## config.mk

```make
export PLATFORM = sky130hd
export DESIGN_NAME = led_strip_frame_encoder_flat
export DESIGN_NICKNAME = d
export VERILOG_FILES = /design/src/hdl/lsfe_pkg.sv /design/src/hdl/lsfe_ifs.sv /design/src/hdl/lsfe_ram.sv /design/src/hdl/lsfe_ctrl.sv /design/src/hdl/lsfe_dp.sv /design/src/hdl/led_strip_frame_encoder.sv /design/src/flat_wrapper.sv
export SDC_FILE = /design/constraint.sdc
export NUM_CORES = 2
export LEC_CHECK = 0
export BUFFER_PORTS_ARGS = -buffer_cell sky130_fd_sc_hd__buf_4
export CAP_MARGIN = 10
export CORE_ASPECT_RATIO = 1.1
export CORE_MARGIN = 2
export CORE_UTILIZATION = 55
export DETAILED_ROUTE_END_ITERATION = 10
export PLACE_DENSITY = 0.71
export SLEW_MARGIN = 20
export SYNTH_ARGS = -nofsm -noshare
export SYNTH_HDL_FRONTEND = slang
export SYNTH_SLANG_ARGS = --single-unit
```

## constraint.sdc

```tcl
create_clock -name clk -period 16.33 [get_ports clk]
set_clock_uncertainty 0.15 [all_clocks]
set_input_delay 1.633 -clock clk [delete_from_list [all_inputs] [get_ports clk]]
set_output_delay 1.633 -clock clk [all_outputs]
set_load 0.02 [all_outputs]
```

## src/hdl/lsfe_pkg.sv

```systemverilog
// Package for the LED strip frame encoder: sizes, command and result codes,
// sequencer phase codes, control/status structs and the wire code table.
// No dependencies.
package lsfe_pkg;

  localparam int STORE_BYTES = 256;
  localparam int ADDR_W      = $clog2(STORE_BYTES);
  localparam int FIFO_DEPTH  = 128;

  // command codes
  localparam logic [2:0] FN_SET    = 3'd0;
  localparam logic [2:0] FN_FILL   = 3'd1;
  localparam logic [2:0] FN_CLEAR  = 3'd2;
  localparam logic [2:0] FN_ROTATE = 3'd3;
  localparam logic [2:0] FN_AVG    = 3'd4;
  localparam logic [2:0] FN_START  = 3'd5;
  localparam logic [2:0] FN_REFILL = 3'd6;

  // result kinds
  localparam logic [1:0] KIND_ACK  = 2'd0;
  localparam logic [1:0] KIND_AVG  = 2'd1;
  localparam logic [1:0] KIND_BYTE = 2'd2;

  // sequencer phases
  localparam int ST_W = 4;
  localparam logic [ST_W-1:0] ST_INIT   = 4'd0;
  localparam logic [ST_W-1:0] ST_IDLE   = 4'd1;
  localparam logic [ST_W-1:0] ST_DISP   = 4'd2;
  localparam logic [ST_W-1:0] ST_SET    = 4'd3;
  localparam logic [ST_W-1:0] ST_FILL   = 4'd4;
  localparam logic [ST_W-1:0] ST_RLOAD  = 4'd5;
  localparam logic [ST_W-1:0] ST_RMOVE  = 4'd6;
  localparam logic [ST_W-1:0] ST_RWAIT  = 4'd7;
  localparam logic [ST_W-1:0] ST_RPUT   = 4'd8;
  localparam logic [ST_W-1:0] ST_ASUM   = 4'd9;
  localparam logic [ST_W-1:0] ST_ADRAIN = 4'd10;
  localparam logic [ST_W-1:0] ST_ADIV   = 4'd11;
  localparam logic [ST_W-1:0] ST_AOUT   = 4'd12;
  localparam logic [ST_W-1:0] ST_ACK    = 4'd13;
  localparam logic [ST_W-1:0] ST_EMRD   = 4'd14;
  localparam logic [ST_W-1:0] ST_EMIT   = 4'd15;

  typedef struct packed {
    logic [ST_W-1:0] phase;
    logic            step_clr;  // phase changes: restart the step counter
    logic            in_ready;
  } lsfe_cmd_t;

  typedef struct packed {
    logic       out_free;
    logic       init_end;
    logic       set_ok;
    logic       cnt_zero;
    logic       cnt_lt3;
    logic       cnt_eq3;
    logic       div_zero;
    logic       idx_eq2;
    logic       idx_end;
    logic       move_end;
    logic       div_end;
    logic       emit_go;
    logic       emit_last;
    logic [2:0] func;
  } lsfe_stat_t;

  // 2-bit group to 6-bit UART word
  function automatic logic [5:0] wire_code(input logic [1:0] bits);
    logic [5:0] w;
    case (bits)
      2'b00:   w = 6'h37;
      2'b01:   w = 6'h07;
      2'b10:   w = 6'h34;
      default: w = 6'h04;
    endcase
    return w;
  endfunction

endpackage

```

## src/hdl/lsfe_ifs.sv

```systemverilog
// Channel interfaces of the LED strip frame encoder: command input,
// result output and configuration write. No dependencies.
interface lsfe_in_if;
  logic        valid;
  logic        ready;
  logic [2:0]  func;
  logic [15:0] pixel;
  logic [7:0]  red;
  logic [7:0]  green;
  logic [7:0]  blue;
  logic        direction;
  logic [7:0]  fifo_used;
  modport source (output valid, func, pixel, red, green, blue, direction, fifo_used,
                  input ready);
  modport sink   (input valid, func, pixel, red, green, blue, direction, fifo_used,
                  output ready);
endinterface

interface lsfe_out_if;
  logic       valid;
  logic       ready;
  logic [1:0] kind;
  logic [7:0] avg_red;
  logic [7:0] avg_green;
  logic [7:0] avg_blue;
  logic       divide_error;
  logic [5:0] word_first;
  logic [5:0] word_second;
  logic [5:0] word_third;
  logic [5:0] word_fourth;
  logic       last;
  logic       transfer_done;
  modport source (output valid, kind, avg_red, avg_green, avg_blue, divide_error,
                  word_first, word_second, word_third, word_fourth, last,
                  transfer_done, input ready);
  modport sink   (input valid, kind, avg_red, avg_green, avg_blue, divide_error,
                  word_first, word_second, word_third, word_fourth, last,
                  transfer_done, output ready);
endinterface

interface lsfe_cfg_if;
  logic       valid;
  logic       ready;
  logic [7:0] data;
  modport source (output valid, data, input ready);
  modport sink   (input valid, data, output ready);
endinterface

```

## src/hdl/lsfe_ram.sv

```systemverilog
// Generic single-write, single-read RAM with registered read data.
// No dependencies.
module lsfe_ram #(
  parameter int WIDTH = 8,
  parameter int DEPTH = 256
) (
  input  logic                     clk,
  input  logic                     we,
  input  logic [$clog2(DEPTH)-1:0] waddr,
  input  logic [WIDTH-1:0]         wdata,
  input  logic [$clog2(DEPTH)-1:0] raddr,
  output logic [WIDTH-1:0]         rdata
);
  logic [WIDTH-1:0] mem [DEPTH];

  always_ff @(posedge clk) begin
    if (we) begin
      mem[waddr] <= wdata;
    end
    rdata <= mem[raddr];
  end
endmodule

```

## src/hdl/lsfe_ctrl.sv

```systemverilog
// Sequencer of the LED strip frame encoder: walks the phases of each
// command. Depends on lsfe_pkg.
module lsfe_ctrl
  import lsfe_pkg::*;
(
  input  logic       clk,
  input  logic       rst_n,
  input  logic       in_valid,
  input  lsfe_stat_t stat,
  output lsfe_cmd_t  cmd
);
  logic [ST_W-1:0] state_r, state_nxt;

  always_comb begin
    state_nxt = state_r;
    unique case (state_r)
      ST_INIT:   if (stat.init_end) state_nxt = ST_IDLE;
      ST_IDLE:   if (in_valid) state_nxt = ST_DISP;
      ST_DISP: begin
        case (stat.func) inside
          FN_SET:                state_nxt = stat.set_ok ? ST_SET : ST_ACK;
          FN_FILL, FN_CLEAR:     state_nxt = stat.cnt_zero ? ST_ACK : ST_FILL;
          FN_ROTATE:             state_nxt = stat.cnt_lt3 ? ST_ACK : ST_RLOAD;
          FN_AVG:                state_nxt = stat.div_zero ? ST_AOUT : ST_ASUM;
          FN_REFILL:             state_nxt = stat.emit_go ? ST_EMRD : ST_ACK;
          default:               state_nxt = ST_ACK;
        endcase
      end
      ST_SET:    if (stat.idx_eq2) state_nxt = ST_ACK;
      ST_FILL:   if (stat.idx_end) state_nxt = ST_ACK;
      ST_RLOAD:  if (stat.idx_eq2) state_nxt = stat.cnt_eq3 ? ST_RWAIT : ST_RMOVE;
      ST_RMOVE:  if (stat.move_end) state_nxt = ST_RWAIT;
      ST_RWAIT:  state_nxt = ST_RPUT;
      ST_RPUT:   if (stat.idx_eq2) state_nxt = ST_ACK;
      ST_ASUM:   if (stat.idx_end) state_nxt = ST_ADRAIN;
      ST_ADRAIN: state_nxt = ST_ADIV;
      ST_ADIV:   if (stat.div_end) state_nxt = ST_AOUT;
      ST_AOUT:   if (stat.out_free) state_nxt = ST_IDLE;
      ST_ACK:    if (stat.out_free) state_nxt = ST_IDLE;
      ST_EMRD:   state_nxt = ST_EMIT;
      ST_EMIT:   if (stat.out_free) state_nxt = stat.emit_last ? ST_IDLE : ST_EMRD;
      default:   state_nxt = ST_IDLE;
    endcase
  end

  always_ff @(posedge clk) begin
    if (!rst_n) begin
      state_r <= ST_INIT;
    end else begin
      state_r <= state_nxt;
    end
  end

  assign cmd.phase    = state_r;
  assign cmd.step_clr = (state_nxt != state_r);
  assign cmd.in_ready = (state_r == ST_IDLE);
endmodule

```

## src/hdl/lsfe_dp.sv

```systemverilog
// Datapath of the LED strip frame encoder: pixel store, step counter,
// rotate/average/transfer registers and the output register.
// Depends on lsfe_pkg, lsfe_ifs and lsfe_ram.
module lsfe_dp
  import lsfe_pkg::*;
(
  input  logic       clk,
  input  logic       rst_n,
  lsfe_in_if.sink    in_ch,
  lsfe_out_if.source out_ch,
  lsfe_cfg_if.sink   cfg_ch,
  input  lsfe_cmd_t  cmd,
  output lsfe_stat_t stat
);
  logic [7:0]  pixel_bytes_r;
  logic [2:0]  func_r;
  logic [15:0] pixel_r;
  logic [7:0]  red_r, green_r, blue_r, used_r;
  logic        dir_r;

  logic [7:0]  idx_r;
  logic [1:0]  mod3_r;
  logic [7:0]  held_r [3];
  logic        hv_r, av_r, wv_r;
  logic [1:0]  htag_r, atag_r;
  logic [7:0]  wa_r;
  logic [15:0] sum_r [3];   // green, red, blue
  logic [6:0]  rem_r [3];
  logic [6:0]  div_r;

  logic [7:0]  send_pos_r, send_end_r;
  logic        sending_r;
  logic [5:0]  avail_r, emit_r;
  logic        ack_done_r;

  logic        out_valid_r;
  logic [1:0]  kind_r;
  logic [7:0]  avg_r_r, avg_g_r, avg_b_r;
  logic        err_r, last_r, done_r;
  logic [5:0]  w1_r, w2_r, w3_r, w4_r;

  logic [7:0]  c;
  logic [17:0] pos3;
  logic [15:0] prod;
  logic [6:0]  div_c;
  logic [7:0]  space;
  logic [5:0]  avail_c;
  logic        emit_go;
  logic        out_load;
  logic [7:0]  hbase, pbase, src, dst;
  logic        we;
  logic [ADDR_W-1:0] waddr, raddr;
  logic [7:0]  wdata, rdata;

  function automatic logic [7:0] colour(input logic [1:0] m, input logic [7:0] g,
                                        input logic [7:0] r, input logic [7:0] b);
    logic [7:0] v;
    case (m)
      2'd0:    v = g;
      2'd1:    v = r;
      default: v = b;
    endcase
    return v;
  endfunction

  assign c       = pixel_bytes_r;
  assign pos3    = {2'b0, pixel_r} + {1'b0, pixel_r, 1'b0};
  assign prod    = c * 8'd171;             // c/3 for all 8-bit c
  assign div_c   = prod[15:9];
  assign space   = (used_r > 8'(FIFO_DEPTH)) ? 8'd0 : 8'(FIFO_DEPTH) - used_r;
  assign avail_c = space[7:2];
  assign emit_go = sending_r && (avail_c != 6'd0) && (send_pos_r < send_end_r);
  assign hbase   = dir_r ? 8'd0 : c - 8'd3;
  assign pbase   = dir_r ? c - 8'd3 : 8'd0;
  assign src     = dir_r ? idx_r + 8'd3 : c - 8'd4 - idx_r;
  assign dst     = dir_r ? idx_r : c - 8'd1 - idx_r;
  assign out_load = (!out_valid_r || out_ch.ready) &&
                    (cmd.phase == ST_ACK || cmd.phase == ST_AOUT || cmd.phase == ST_EMIT);

  always_comb begin
    we    = 1'b0;
    waddr = idx_r;
    wdata = 8'd0;
    raddr = idx_r;
    if (wv_r) begin
      we    = 1'b1;
      waddr = wa_r;
      wdata = rdata;
    end
    case (cmd.phase) inside
      ST_INIT: begin
        we = 1'b1;
      end
      ST_SET: begin
        we    = 1'b1;
        waddr = pos3[7:0] + idx_r;
        wdata = colour(idx_r[1:0], green_r, red_r, blue_r);
      end
      ST_FILL: begin
        we    = 1'b1;
        wdata = (func_r == FN_CLEAR) ? 8'd0 : colour(mod3_r, green_r, red_r, blue_r);
      end
      ST_RLOAD: raddr = hbase + idx_r;
      ST_RMOVE: raddr = src;
      ST_RPUT: begin
        we    = 1'b1;
        waddr = pbase + idx_r;
        wdata = held_r[idx_r[1:0]];
      end
      ST_EMRD, ST_EMIT: raddr = send_pos_r;
      default: ;
    endcase
  end

  lsfe_ram #(.WIDTH(8), .DEPTH(STORE_BYTES)) u_store (
    .clk, .we, .waddr, .wdata, .raddr, .rdata
  );

  // control registers
  always_ff @(posedge clk) begin
    if (!rst_n) begin
      pixel_bytes_r <= 8'd0;
      idx_r         <= 8'd0;
      mod3_r        <= 2'd0;
      hv_r          <= 1'b0;
      av_r          <= 1'b0;
      wv_r          <= 1'b0;
      send_pos_r    <= 8'd0;
      send_end_r    <= 8'd0;
      sending_r     <= 1'b0;
      out_valid_r   <= 1'b0;
    end else begin
      if (cfg_ch.valid) begin
        pixel_bytes_r <= cfg_ch.data;
      end
      if (cmd.step_clr) begin
        idx_r  <= 8'd0;
        mod3_r <= 2'd0;
      end else begin
        idx_r  <= idx_r + 8'd1;
        mod3_r <= (mod3_r == 2'd2) ? 2'd0 : mod3_r + 2'd1;
      end
      hv_r <= (cmd.phase == ST_RLOAD);
      av_r <= (cmd.phase == ST_ASUM);
      wv_r <= (cmd.phase == ST_RMOVE);
      if (cmd.phase == ST_DISP) begin
        if (func_r == FN_START) begin
          send_pos_r <= 8'd0;
          send_end_r <= c;
          sending_r  <= 1'b1;
        end else if (func_r == FN_REFILL && sending_r && !emit_go
                     && send_pos_r >= send_end_r) begin
          sending_r <= 1'b0;
        end
      end
      if (out_load && cmd.phase == ST_EMIT) begin
        send_pos_r <= send_pos_r + 8'd1;
        if (send_pos_r + 8'd1 == send_end_r) begin
          sending_r <= 1'b0;
        end
      end
      if (out_load) begin
        out_valid_r <= 1'b1;
      end else if (out_ch.ready) begin
        out_valid_r <= 1'b0;
      end
    end
  end

  // payload registers
  always_ff @(posedge clk) begin
    logic [7:0] r2;
    if (in_ch.valid && cmd.in_ready) begin
      func_r  <= in_ch.func;
      pixel_r <= in_ch.pixel;
      red_r   <= in_ch.red;
      green_r <= in_ch.green;
      blue_r  <= in_ch.blue;
      dir_r   <= in_ch.direction;
      used_r  <= in_ch.fifo_used;
    end
    htag_r <= idx_r[1:0];
    atag_r <= mod3_r;
    wa_r   <= dst;
    if (hv_r) begin
      held_r[htag_r] <= rdata;
    end
    if (cmd.phase == ST_DISP) begin
      div_r      <= div_c;
      avail_r    <= avail_c;
      emit_r     <= 6'd0;
      ack_done_r <= (func_r == FN_REFILL) && sending_r && !emit_go
                    && (send_pos_r >= send_end_r);
      for (int k = 0; k < 3; k++) begin
        sum_r[k] <= 16'd0;
      end
    end
    if (av_r) begin
      sum_r[atag_r] <= sum_r[atag_r] + {8'd0, rdata};
    end
    if (cmd.phase == ST_ADRAIN) begin
      for (int k = 0; k < 3; k++) begin
        rem_r[k] <= 7'd0;
      end
    end
    // restoring division, one quotient bit per cycle on all three sums
    if (cmd.phase == ST_ADIV) begin
      for (int k = 0; k < 3; k++) begin
        r2 = {rem_r[k], sum_r[k][15]};
        if (r2 >= {1'b0, div_r}) begin
          r2 = r2 - {1'b0, div_r};
          sum_r[k] <= {sum_r[k][14:0], 1'b1};
        end else begin
          sum_r[k] <= {sum_r[k][14:0], 1'b0};
        end
        rem_r[k] <= r2[6:0];
      end
    end
    if (out_load) begin
      kind_r  <= KIND_ACK;
      avg_r_r <= 8'd0;
      avg_g_r <= 8'd0;
      avg_b_r <= 8'd0;
      err_r   <= 1'b0;
      w1_r    <= 6'd0;
      w2_r    <= 6'd0;
      w3_r    <= 6'd0;
      w4_r    <= 6'd0;
      last_r  <= 1'b1;
      done_r  <= 1'b0;
      case (cmd.phase)
        ST_ACK: done_r <= ack_done_r;
        ST_AOUT: begin
          kind_r  <= KIND_AVG;
          avg_r_r <= sum_r[1][7:0];
          avg_g_r <= sum_r[0][7:0];
          avg_b_r <= sum_r[2][7:0];
          err_r   <= (div_r == 7'd0);
        end
        default: begin
          kind_r <= KIND_BYTE;
          w1_r   <= wire_code(rdata[7:6]);
          w2_r   <= wire_code(rdata[5:4]);
          w3_r   <= wire_code(rdata[3:2]);
          w4_r   <= wire_code(rdata[1:0]);
          last_r <= stat.emit_last;
          done_r <= (send_pos_r + 8'd1 == send_end_r);
          emit_r <= emit_r + 6'd1;
        end
      endcase
    end
  end

  assign stat.out_free  = !out_valid_r || out_ch.ready;
  assign stat.init_end  = (idx_r == 8'(STORE_BYTES - 1));
  assign stat.set_ok    = (pos3 + 18'd2) < {10'd0, c};
  assign stat.cnt_zero  = (c == 8'd0);
  assign stat.cnt_lt3   = (c < 8'd3);
  assign stat.cnt_eq3   = (c == 8'd3);
  assign stat.div_zero  = (div_c == 7'd0);
  assign stat.idx_eq2   = (idx_r == 8'd2);
  assign stat.idx_end   = (idx_r == c - 8'd1);
  assign stat.move_end  = (idx_r == c - 8'd4);
  assign stat.div_end   = (idx_r == 8'd15);
  assign stat.emit_go   = emit_go;
  assign stat.emit_last = (emit_r + 6'd1 == avail_r) || (send_pos_r + 8'd1 == send_end_r);
  assign stat.func      = func_r;

  assign in_ch.ready         = cmd.in_ready;
  assign cfg_ch.ready        = 1'b1;
  assign out_ch.valid        = out_valid_r;
  assign out_ch.kind         = kind_r;
  assign out_ch.avg_red      = avg_r_r;
  assign out_ch.avg_green    = avg_g_r;
  assign out_ch.avg_blue     = avg_b_r;
  assign out_ch.divide_error = err_r;
  assign out_ch.word_first   = w1_r;
  assign out_ch.word_second  = w2_r;
  assign out_ch.word_third   = w3_r;
  assign out_ch.word_fourth  = w4_r;
  assign out_ch.last         = last_r;
  assign out_ch.transfer_done = done_r;
endmodule

```

## src/hdl/led_strip_frame_encoder.sv

```systemverilog
// Top level of the LED strip frame encoder: sequencer plus datapath.
// Depends on lsfe_pkg, lsfe_ifs, lsfe_ctrl and lsfe_dp.
//
// Channels: in_ch takes one command per transaction (set pixel, fill, clear,
// rotate, average, start, refill); out_ch returns result transactions, the
// final one of each command flagged by last; cfg_ch writes pixel_bytes and
// is always ready (write it only while the block is idle).
// Reset: a clearing pass zeroes all 256 bytes of the pixel store, one byte per
// cycle; in_ch.ready stays low until it is done.
// Commands: one at a time, through the single store port (one write, one
// registered read per cycle). Set pixel writes three bytes, fill/clear
// walk the count, rotate moves the store by one group, average sums then
// divides, refill reads and emits each byte in turn, others acknowledge.
// Set pixel out of range, rotate or average under three bytes skip the work.
// Output: a result register sits between the sequencer and out_ch, so the
// next command is taken while the last result still waits. When the
// receiver stalls, the sequencer holds at its next result until the
// register frees up; nothing is dropped.
module led_strip_frame_encoder
  import lsfe_pkg::*;
(
  input  logic       clk,
  input  logic       rst_n,
  lsfe_in_if.sink    in_ch,
  lsfe_out_if.source out_ch,
  lsfe_cfg_if.sink   cfg_ch
);
  lsfe_cmd_t  cmd;
  lsfe_stat_t stat;

  lsfe_ctrl u_ctrl (
    .clk,
    .rst_n,
    .in_valid (in_ch.valid),
    .stat,
    .cmd
  );

  lsfe_dp u_dp (
    .clk,
    .rst_n,
    .in_ch,
    .out_ch,
    .cfg_ch,
    .cmd,
    .stat
  );
endmodule

```

## src/flat_wrapper.sv

```systemverilog
// flat-port wrapper written by rule: the top's interface ports become plain ports
module led_strip_frame_encoder_flat import lsfe_pkg::*;
  (clk, rst_n, in_ch_valid, in_ch_func, in_ch_pixel, in_ch_red, in_ch_green, in_ch_blue, in_ch_direction, in_ch_fifo_used, in_ch_ready, out_ch_valid, out_ch_kind, out_ch_avg_red, out_ch_avg_green, out_ch_avg_blue, out_ch_divide_error, out_ch_word_first, out_ch_word_second, out_ch_word_third, out_ch_word_fourth, out_ch_last, out_ch_transfer_done, out_ch_ready, cfg_ch_valid, cfg_ch_data, cfg_ch_ready);
  lsfe_in_if in_ch_i ();
  lsfe_out_if out_ch_i ();
  lsfe_cfg_if cfg_ch_i ();
  input  logic clk;
  input  logic rst_n;
  input wire logic [$bits(in_ch_i.valid)-1:0] in_ch_valid;
  input wire logic [$bits(in_ch_i.func)-1:0] in_ch_func;
  input wire logic [$bits(in_ch_i.pixel)-1:0] in_ch_pixel;
  input wire logic [$bits(in_ch_i.red)-1:0] in_ch_red;
  input wire logic [$bits(in_ch_i.green)-1:0] in_ch_green;
  input wire logic [$bits(in_ch_i.blue)-1:0] in_ch_blue;
  input wire logic [$bits(in_ch_i.direction)-1:0] in_ch_direction;
  input wire logic [$bits(in_ch_i.fifo_used)-1:0] in_ch_fifo_used;
  output wire logic [$bits(in_ch_i.ready)-1:0] in_ch_ready;
  output wire logic [$bits(out_ch_i.valid)-1:0] out_ch_valid;
  output wire logic [$bits(out_ch_i.kind)-1:0] out_ch_kind;
  output wire logic [$bits(out_ch_i.avg_red)-1:0] out_ch_avg_red;
  output wire logic [$bits(out_ch_i.avg_green)-1:0] out_ch_avg_green;
  output wire logic [$bits(out_ch_i.avg_blue)-1:0] out_ch_avg_blue;
  output wire logic [$bits(out_ch_i.divide_error)-1:0] out_ch_divide_error;
  output wire logic [$bits(out_ch_i.word_first)-1:0] out_ch_word_first;
  output wire logic [$bits(out_ch_i.word_second)-1:0] out_ch_word_second;
  output wire logic [$bits(out_ch_i.word_third)-1:0] out_ch_word_third;
  output wire logic [$bits(out_ch_i.word_fourth)-1:0] out_ch_word_fourth;
  output wire logic [$bits(out_ch_i.last)-1:0] out_ch_last;
  output wire logic [$bits(out_ch_i.transfer_done)-1:0] out_ch_transfer_done;
  input wire logic [$bits(out_ch_i.ready)-1:0] out_ch_ready;
  input wire logic [$bits(cfg_ch_i.valid)-1:0] cfg_ch_valid;
  input wire logic [$bits(cfg_ch_i.data)-1:0] cfg_ch_data;
  output wire logic [$bits(cfg_ch_i.ready)-1:0] cfg_ch_ready;
  assign in_ch_i.valid = in_ch_valid;
  assign in_ch_i.func = in_ch_func;
  assign in_ch_i.pixel = in_ch_pixel;
  assign in_ch_i.red = in_ch_red;
  assign in_ch_i.green = in_ch_green;
  assign in_ch_i.blue = in_ch_blue;
  assign in_ch_i.direction = in_ch_direction;
  assign in_ch_i.fifo_used = in_ch_fifo_used;
  assign in_ch_ready = in_ch_i.ready;
  assign out_ch_valid = out_ch_i.valid;
  assign out_ch_kind = out_ch_i.kind;
  assign out_ch_avg_red = out_ch_i.avg_red;
  assign out_ch_avg_green = out_ch_i.avg_green;
  assign out_ch_avg_blue = out_ch_i.avg_blue;
  assign out_ch_divide_error = out_ch_i.divide_error;
  assign out_ch_word_first = out_ch_i.word_first;
  assign out_ch_word_second = out_ch_i.word_second;
  assign out_ch_word_third = out_ch_i.word_third;
  assign out_ch_word_fourth = out_ch_i.word_fourth;
  assign out_ch_last = out_ch_i.last;
  assign out_ch_transfer_done = out_ch_i.transfer_done;
  assign out_ch_i.ready = out_ch_ready;
  assign cfg_ch_i.valid = cfg_ch_valid;
  assign cfg_ch_i.data = cfg_ch_data;
  assign cfg_ch_ready = cfg_ch_i.ready;
  led_strip_frame_encoder u_core (.clk(clk), .rst_n(rst_n), .in_ch(in_ch_i), .out_ch(out_ch_i), .cfg_ch(cfg_ch_i));
endmodule
```

=== Word level (Yosys, flattened, before mapping) ===
Memories as Yosys holds them, arrays and structs flattened. A register that Yosys moved wholly into a read port is not among the register bits.
Index checks and enable logic that the tools add are counted.
W data, S select, Z words.

* Input bits: 65
* Memories: 4
* Word-level logic and storage cells: 305
* Output and inout bits: 56
* RAM bits: 2141
* Bits in registers: 180

{| class="wikitable"
|+ Memory list
! memory !! depth !! bits a word !! rd ports !! clocked after memory_dff !! write ports !! line !! text
|-
| u_core.u_dp.u_store.mem || 256 || 8 || 1 || 1 || 1 || lsfe_ram.sv:14 || <nowiki>logic [WIDTH-1:0] mem [DEPTH];</nowiki>
|-
| u_core.u_dp.sum_r || 3 || 16 || 4 || 1 || 4 || lsfe_dp.sv:27 || <nowiki>logic [15:0] sum_r [3];</nowiki>
|-
| u_core.u_dp.held_r || 3 || 8 || 1 || 1 || 1 || lsfe_dp.sv:23 || <nowiki>logic [7:0] held_r [3];</nowiki>
|-
| u_core.u_dp.rem_r || 3 || 7 || 3 || 0 || 3 || lsfe_dp.sv:28 || <nowiki>logic [6:0] rem_r [3];</nowiki>
|}

* $add $sub $neg: 20
* $mul: 1
* Muxes and demuxes: 124
* Order comparisons: 8
* Bitwise logic cells: 28
* Equality and inequality tests: 47
* Reductions and logical operators: 37

{| class="wikitable"
|+ Operators with widths
! cell !! count
|-
| $mux W8 || 30
|-
| $mux W16 || 6
|-
| $pmux W6 S3 || 4
|-
| $mux W4 || 17
|-
| $mux W7 || 9
|-
| $pmux W4 S14 || 1
|-
| $mux W1 || 45
|-
| $eq A4 B4 Y1 const B || 8
|-
| $pmux W8 S2 || 2
|-
| $add A8 B8 Y8 || 3
|-
| $eq A8 B8 Y1 || 3
|-
| $ge A8 B7 Y1 || 3
|-
| $eq A2 B2 Y1 const B || 11
|-
| $sub A7 B7 Y7 || 3
|-
| $add A16 B17 Y18 || 1
|-
| $add A18 B2 Y18 const B || 1
|-
| $lt A18 B8 Y1 || 1
|-
| $mux W6 || 3
|-
| $add A16 B8 Y16 || 1
|-
| $add A8 B1 Y8 const B || 2
|-
| $eq A4 B3 Y1 const B || 4
|-
| $eq A8 B2 Y1 const B || 2
|-
| $mul A8 B8 Y16 const B || 1
|-
| $sub A8 B8 Y8 || 2
|-
| 41 further kinds || 102
|}

=== Logic depth before layout (Yosys ltp) ===
* Word-level depth: 15
* Gate-level depth with buffers: 21
* Mapped depth without buffers: 18

=== Cells and area by module ===
Synthesis repeated with hierarchy kept, for this count alone.

* Cells, all modules: 5556
* Area total of the unflattened synthesis: 97830.1 µm²

{| class="wikitable"
|+ Modules (own cells, without submodules)
! module !! times used !! sequential area each (µm²) !! cells each !! area each (µm²)
|-
| lsfe_ram || 1 || 61659.1 || 3733 || 79556.3
|-
| lsfe_dp || 1 || 7527.2 || 1738 || 17646.9
|-
| lsfe_ctrl || 1 || 80.1 || 85 || 626.9
|}

=== Least setup slack after synthesis ===
Ideal clock, no wire load.

* Path type: reg2reg
* Start: register u_core.u_dp.idx_r[1]
* End: memory u_core.u_dp.u_store.mem[0][0] (data pin)
* Arrival: 9206 ps
* Path buffers: 2
* Data required time: 14450 ps
* Stages on the path, launching flop included: 7
* Period minus slack after synthesis: 11086 ps
* Setup time: 1730 ps
* Slack: 5244 ps
* Cell sequence: dfxtp_1 clkbuf_1 inv_1 ha_1 clkbuf_1 a22oi_1 a31oi_1

* Word-level cells in the longest chain between the ends: 4
* Elaborated cells on any way between the ends: 5
* Those cells by class: eq/ne (1); mux (3); reduce/logical (1)

{| class="wikitable"
|+ Ends and longest elaborated chain
! item !! line !! text
|-
| from (decl) || lsfe_dp.sv:21 || <nowiki>logic [7:0] idx_r;</nowiki>
|-
| from (signal assigned) || lsfe_dp.sv:140 || <nowiki>idx_r <= idx_r + 8'd1;</nowiki>
|-
| $eq A2 B1 Y1 / $logic_not A2 Y1 (equally long branches) || lsfe_dp.sv:58 || <nowiki>case (m)</nowiki>
|-
| $pmux W8 S2 (*) || lsfe_dp.sv:58 ||
|-
| $mux W8 (*) (2 in a row) || lsfe_dp.sv:90 || <nowiki>case (cmd.phase) inside</nowiki>
|-
| net u_core.u_dp.u_store.wdata[0] || lsfe_ram.sv:10 || <nowiki>input logic [WIDTH-1:0] wdata,</nowiki>
|-
| to (decl) || lsfe_ram.sv:14 ||
|}

Mark *: on every way through the listed nets, which the timed path passes. The rest lies on a longest branch.

=== Worst setup path after layout ===
* Start: register u_core.u_ctrl.state_r[1]
* End: register u_core.u_dp.u_store.rdata[2], read port of u_core.u_dp.u_store.mem

* Word-level cells in the longest chain between the ends: 9
* Elaborated cells on any way between the ends: 16
* Those cells by class: eq/ne (7); mux (7); reduce/logical (2)

{| class="wikitable"
|+ Ends and longest elaborated chain
! item !! line !! text
|-
| from (decl) || lsfe_ctrl.sv:12 || <nowiki>logic [ST_W-1:0] state_r, state_nxt;</nowiki>
|-
| from (signal assigned) || lsfe_ctrl.sv:50 || <nowiki>state_r <= state_nxt;</nowiki>
|-
| $eq A4 B4 Y1 || n/a ||
|-
| $reduce_or A2 Y1 || lsfe_dp.sv:90 ||
|-
| $mux W8 (6 in a row) || lsfe_dp.sv:90 ||
|-
| $mux W8 (*) || lsfe_dp.sv:90 ||
|-
| to (decl) || lsfe_ram.sv:12 || <nowiki>output logic [WIDTH-1:0] rdata</nowiki>
|}

Every way passes the cells marked *; elsewhere a longest branch is shown, timed or not.
A chain may end at the register's enable or synchronous reset.

==> impl_metrics.env <==
export IMPL_area_growth_pct=9.591
export IMPL_synth_cell_types=93
export IMPL_ys_top_cells_by_area="edfxtp_1 68%, nand2_1 7.9%, nand3_1 5.4%, ha_1 2.0%, nor2_1 1.6%"
export IMPL_p_sw_frac=0.3468
export IMPL_drive_above_1_share=0.06880
export IMPL_hold_viol=0
export IMPL_endpoint_kind="flip-flop"
export IMPL_synth_seq_area_share=0.6925
export IMPL_relSlewSlack=0.08224
export IMPL_syn_inst=8250
export IMPL_pin_count=121
export IMPL_grt_pass1_vias=63850
export IMPL_drv_cap=0
export IMPL_yosys_area_top_type="edfxtp_1"
export IMPL_numCtsBuffers=219
export IMPL_seqPwrFrac=0.428
export IMPL_post_route_util=0.6050
export IMPL_synth_area_um2=100000
export IMPL_routabilityCongestion=0.9443
export IMPL_rsz0062_at_grt="false"
export IMPL_power_report_internal_total_w=0.01126
export IMPL_clk_pin_slew_ns=0.06
export IMPL_critical_path_top_delay_family="buffers and inverters"
export IMPL_yosysMostFrequentCell="edfxtp_1"
export IMPL_synthFlopType="edfxtp_1"
export IMPL_ys_ff_latch=2330
export IMPL_grt_max_degree=230
export IMPL_cts_max_level=4
export IMPL_row_count=164
export IMPL_drt_pass1_iter_count=8
export IMPL_cp_start_kind="flip-flop"
export IMPL_placed_cells=10330
export IMPL_worst_setup_path_type="flip-flop to flip-flop"
export IMPL_drtAntennaViolNets=0
export IMPL_clockRootBuffer="clkbuf_16"
export IMPL_critPathBufInv=4
export IMPL_power_density_nw_per_um2=157.3
export IMPL_clkSinkCount=2330
export IMPL_peakVddDrop_v=0.0001963
export IMPL_grtUsageTotal=0.2845
export IMPL_cts_hold_buf=0
export IMPL_status="finished clean"
export IMPL_cts_resized=0
export IMPL_antenna_found_initial=2
export IMPL_drt_wl_total_mm=267.7
export IMPL_comb_power_share=0.280
export IMPL_dieArea_um2=185300
export IMPL_drv_slew=0
export IMPL_synth_common_cells="2260 x edfxtp_1, 2106 x nand2_1, 1087 x nand3_1, 418 x nor2_1, 249 x a31oi_1"
export IMPL_worst_pin_slew_ns=1.364
export IMPL_tns_ns=0
export IMPL_multiInputGateArea_um2=28150
export IMPL_final_area_um2=109600
export IMPL_power_w=0.01724
export IMPL_required_ns=16.93
export IMPL_fin_nets=8392
export IMPL_drt_iter0_markers=9110
export IMPL_core_region_area_um2=181200
export IMPL_dieHeight_um=451.3
export IMPL_power_frac_clock=0.292
export IMPL_start_util=0.5520
export IMPL_cts_tree="built"
export IMPL_syn_area_per_cell_um2=12.12
export IMPL_crit_chain="and4bb_1 > o21ai_0 > o21ai_4 > buf_4 > and2_4 > buf_4 > buf_4 > buf_4 > nand2_1 > and3_1 > a31oi_1 > a32oi_1 > a31oi_1 > nor4_1 > a221oi_1"
export IMPL_vias=67080
export IMPL_fmax_mhz=123.1
export IMPL_grt_pass1_wl_mm=399.8
export IMPL_post_cts_buffers=0
export IMPL_nFillCells=13680
export IMPL_seqCellArea_um2=69270
export IMPL_cts_buffer_depth=3
export IMPL_synthArstFlopShare=0
export IMPL_layout_cells_non_filler=10740
export IMPL_place_area_um2=102500
export IMPL_clkLatencyLatePin_ns=0.91
export IMPL_crit_fanout=90
export IMPL_min_period_ns=8.122
export IMPL_wl_per_cell_um=24.94
export IMPL_die_w_um=410.6
export IMPL_port_buffers=115
export IMPL_crit_arrival_ns=8.72
export IMPL_crit_top_cell="buf_4"
export IMPL_min_path_type="flip-flop to flip-flop"
export IMPL_setup_viol=0
export IMPL_cellLeakagePower_nw=38.08
export IMPL_drc=0
export IMPL_cp_slowest_cell="buf_4"
export IMPL_switchingPower_w=0.005977
export IMPL_regToRegSetupSlack_ns=8.21
export IMPL_vias_per_cell=6.249
export IMPL_synth_edff_count=2260
export IMPL_synth_warnings=0
export IMPL_dp_hpwl_mm=157.9
export IMPL_cpPeakStageDelay_ns=0.88
export IMPL_fin_crit_sh=0.4973
export IMPL_grt_overflow=0
export IMPL_synth_top_area_share=0.6785
layout make-up:
type | count | share of cell area
flip-flops and latches | 2330 | 0.6319
diodes | 1 | 0.00002283
multi-input cells | 5282 | 0.2568
inverters | 114 | 0.003904
repair buffers | 199 | 0.01517
clock inverters | 123 | 0.01235
clock buffers | 280 | 0.05236
well taps | 2407 | 0.02747
worst register-to-register path, cell delays in order (launching register included):
cell	delay, ns
dfxtp_1	0.87
and4bb_1	0.77
o21ai_0	0.29
o21ai_4	0.11
buf_4	0.58
and2_4	0.89
buf_4	0.87
buf_4	0.86
buf_4	0.89
nand2_1	0.14
and3_1	0.21
a31oi_1	0.16
a32oi_1	0.08
a31oi_1	0.55
nor4_1	0.25
a221oi_1	0.32
routing by layer:
metal / up-vias / GRT usage / part of all wire
li1: 29900 / - / -
met1: 32940 / 0.3829 / 0.38
met2: 3568 / 0.4530 / 0.47
met3: 671 / 0.04406 / 0.090
met4: 2 / 0.1420 / 0.054
met5: - / 0 / 0.000049
logic make-up (layout without fill, tap and decap cells):
| family | Yosys count | after routing | synth area share |
|---|---|---|---|
| other | 2 | 6 | 0.00007508 |
| buffers and inverters | 641 | 716 | 0.02827 |
| flip-flops | 2330 | 2330 | 0.6925 |
| AO/OA/AOI/OAI | 922 | 922 | 0.06296 |
| adder cells (fa/ha/maj) | 182 | 182 | 0.02439 |
| multiplexers | 44 | 44 | 0.006442 |
| AND/OR/NAND/NOR | 4013 | 4013 | 0.1752 |
| XOR/XNOR | 116 | 116 | 0.01016 |
registers in the layout (all words and copies together), names as in the netlist, 16 cells and up:
register and cells:
u_core.u_dp.sum_r 64, u_core.u_dp.u_store.mem 2048, u_core.u_dp.rem_r 21, u_core.u_dp.pixel_r 16, u_core.u_dp.held_r 24
cell usage in the layout (no fill, tap or decap), types with 41 or more instances in the layout:
cell / count
o21ai_0: 117
nand3_1: 1087
clkbuf_1: 58
a32oi_1: 124
nor2b_1: 41
clkinv_1: 41
and3_1: 156
a31oi_1: 247
nor2_1: 414
clkbuf_16: 219
edfxtp_1: 2260
xor2_1: 43
a21oi_1: 123
ha_1: 159
xnor2_1: 73
nor3_1: 43
inv_1: 112
dfxtp_1: 70
buf_4: 184
a211oi_1: 63
nand2_1: 2105
path summary, 6_finish.rpt:
path / to / start / cells after the start
worst max-delay path: u_core.u_dp.u_store.rdata[2]$_DFF_P_ / u_core.u_ctrl.state_r[1]$_SDFF_PN0_ / 15
worst min-delay path: u_core.u_dp.atag_r[1]$_DFF_P_ / u_core.u_dp.mod3_r[1]$_SDFF_PP0_ / 0
worst min register to register: u_core.u_dp.atag_r[1]$_DFF_P_ / u_core.u_dp.mod3_r[1]$_SDFF_PP0_ / 0
worst max register to register: u_core.u_dp.u_store.rdata[2]$_DFF_P_ / u_core.u_ctrl.state_r[1]$_SDFF_PN0_ / 15
power groups by stage:
stage	Clock (W)	Sequential, W	Combinational, W
CTS	0.00507	0.00738	0.00476
floorplan	0	0.00760	0.00310
detailed placement	0	0.00751	0.00473
global placement	0	0.00750	0.00464
global route	0.00529	0.00739	0.00518
finish	0.00503	0.00738	0.00482
per-stage QoR:
| stage | setup WS, ns | hold WS [ns] |
|---|---|---|
| floorplan | 5.244 | 0.2046 |
| global placement | 8.643 | 0.2145 |
| detailed placement | 8.529 | 0.2226 |
| CTS | 8.443 | 0.2282 |
| global route | 8.023 | 0.2474 |
| finish | 8.208 | 0.2323 |
No activity file was read; power rests on OpenSTA's default activity.
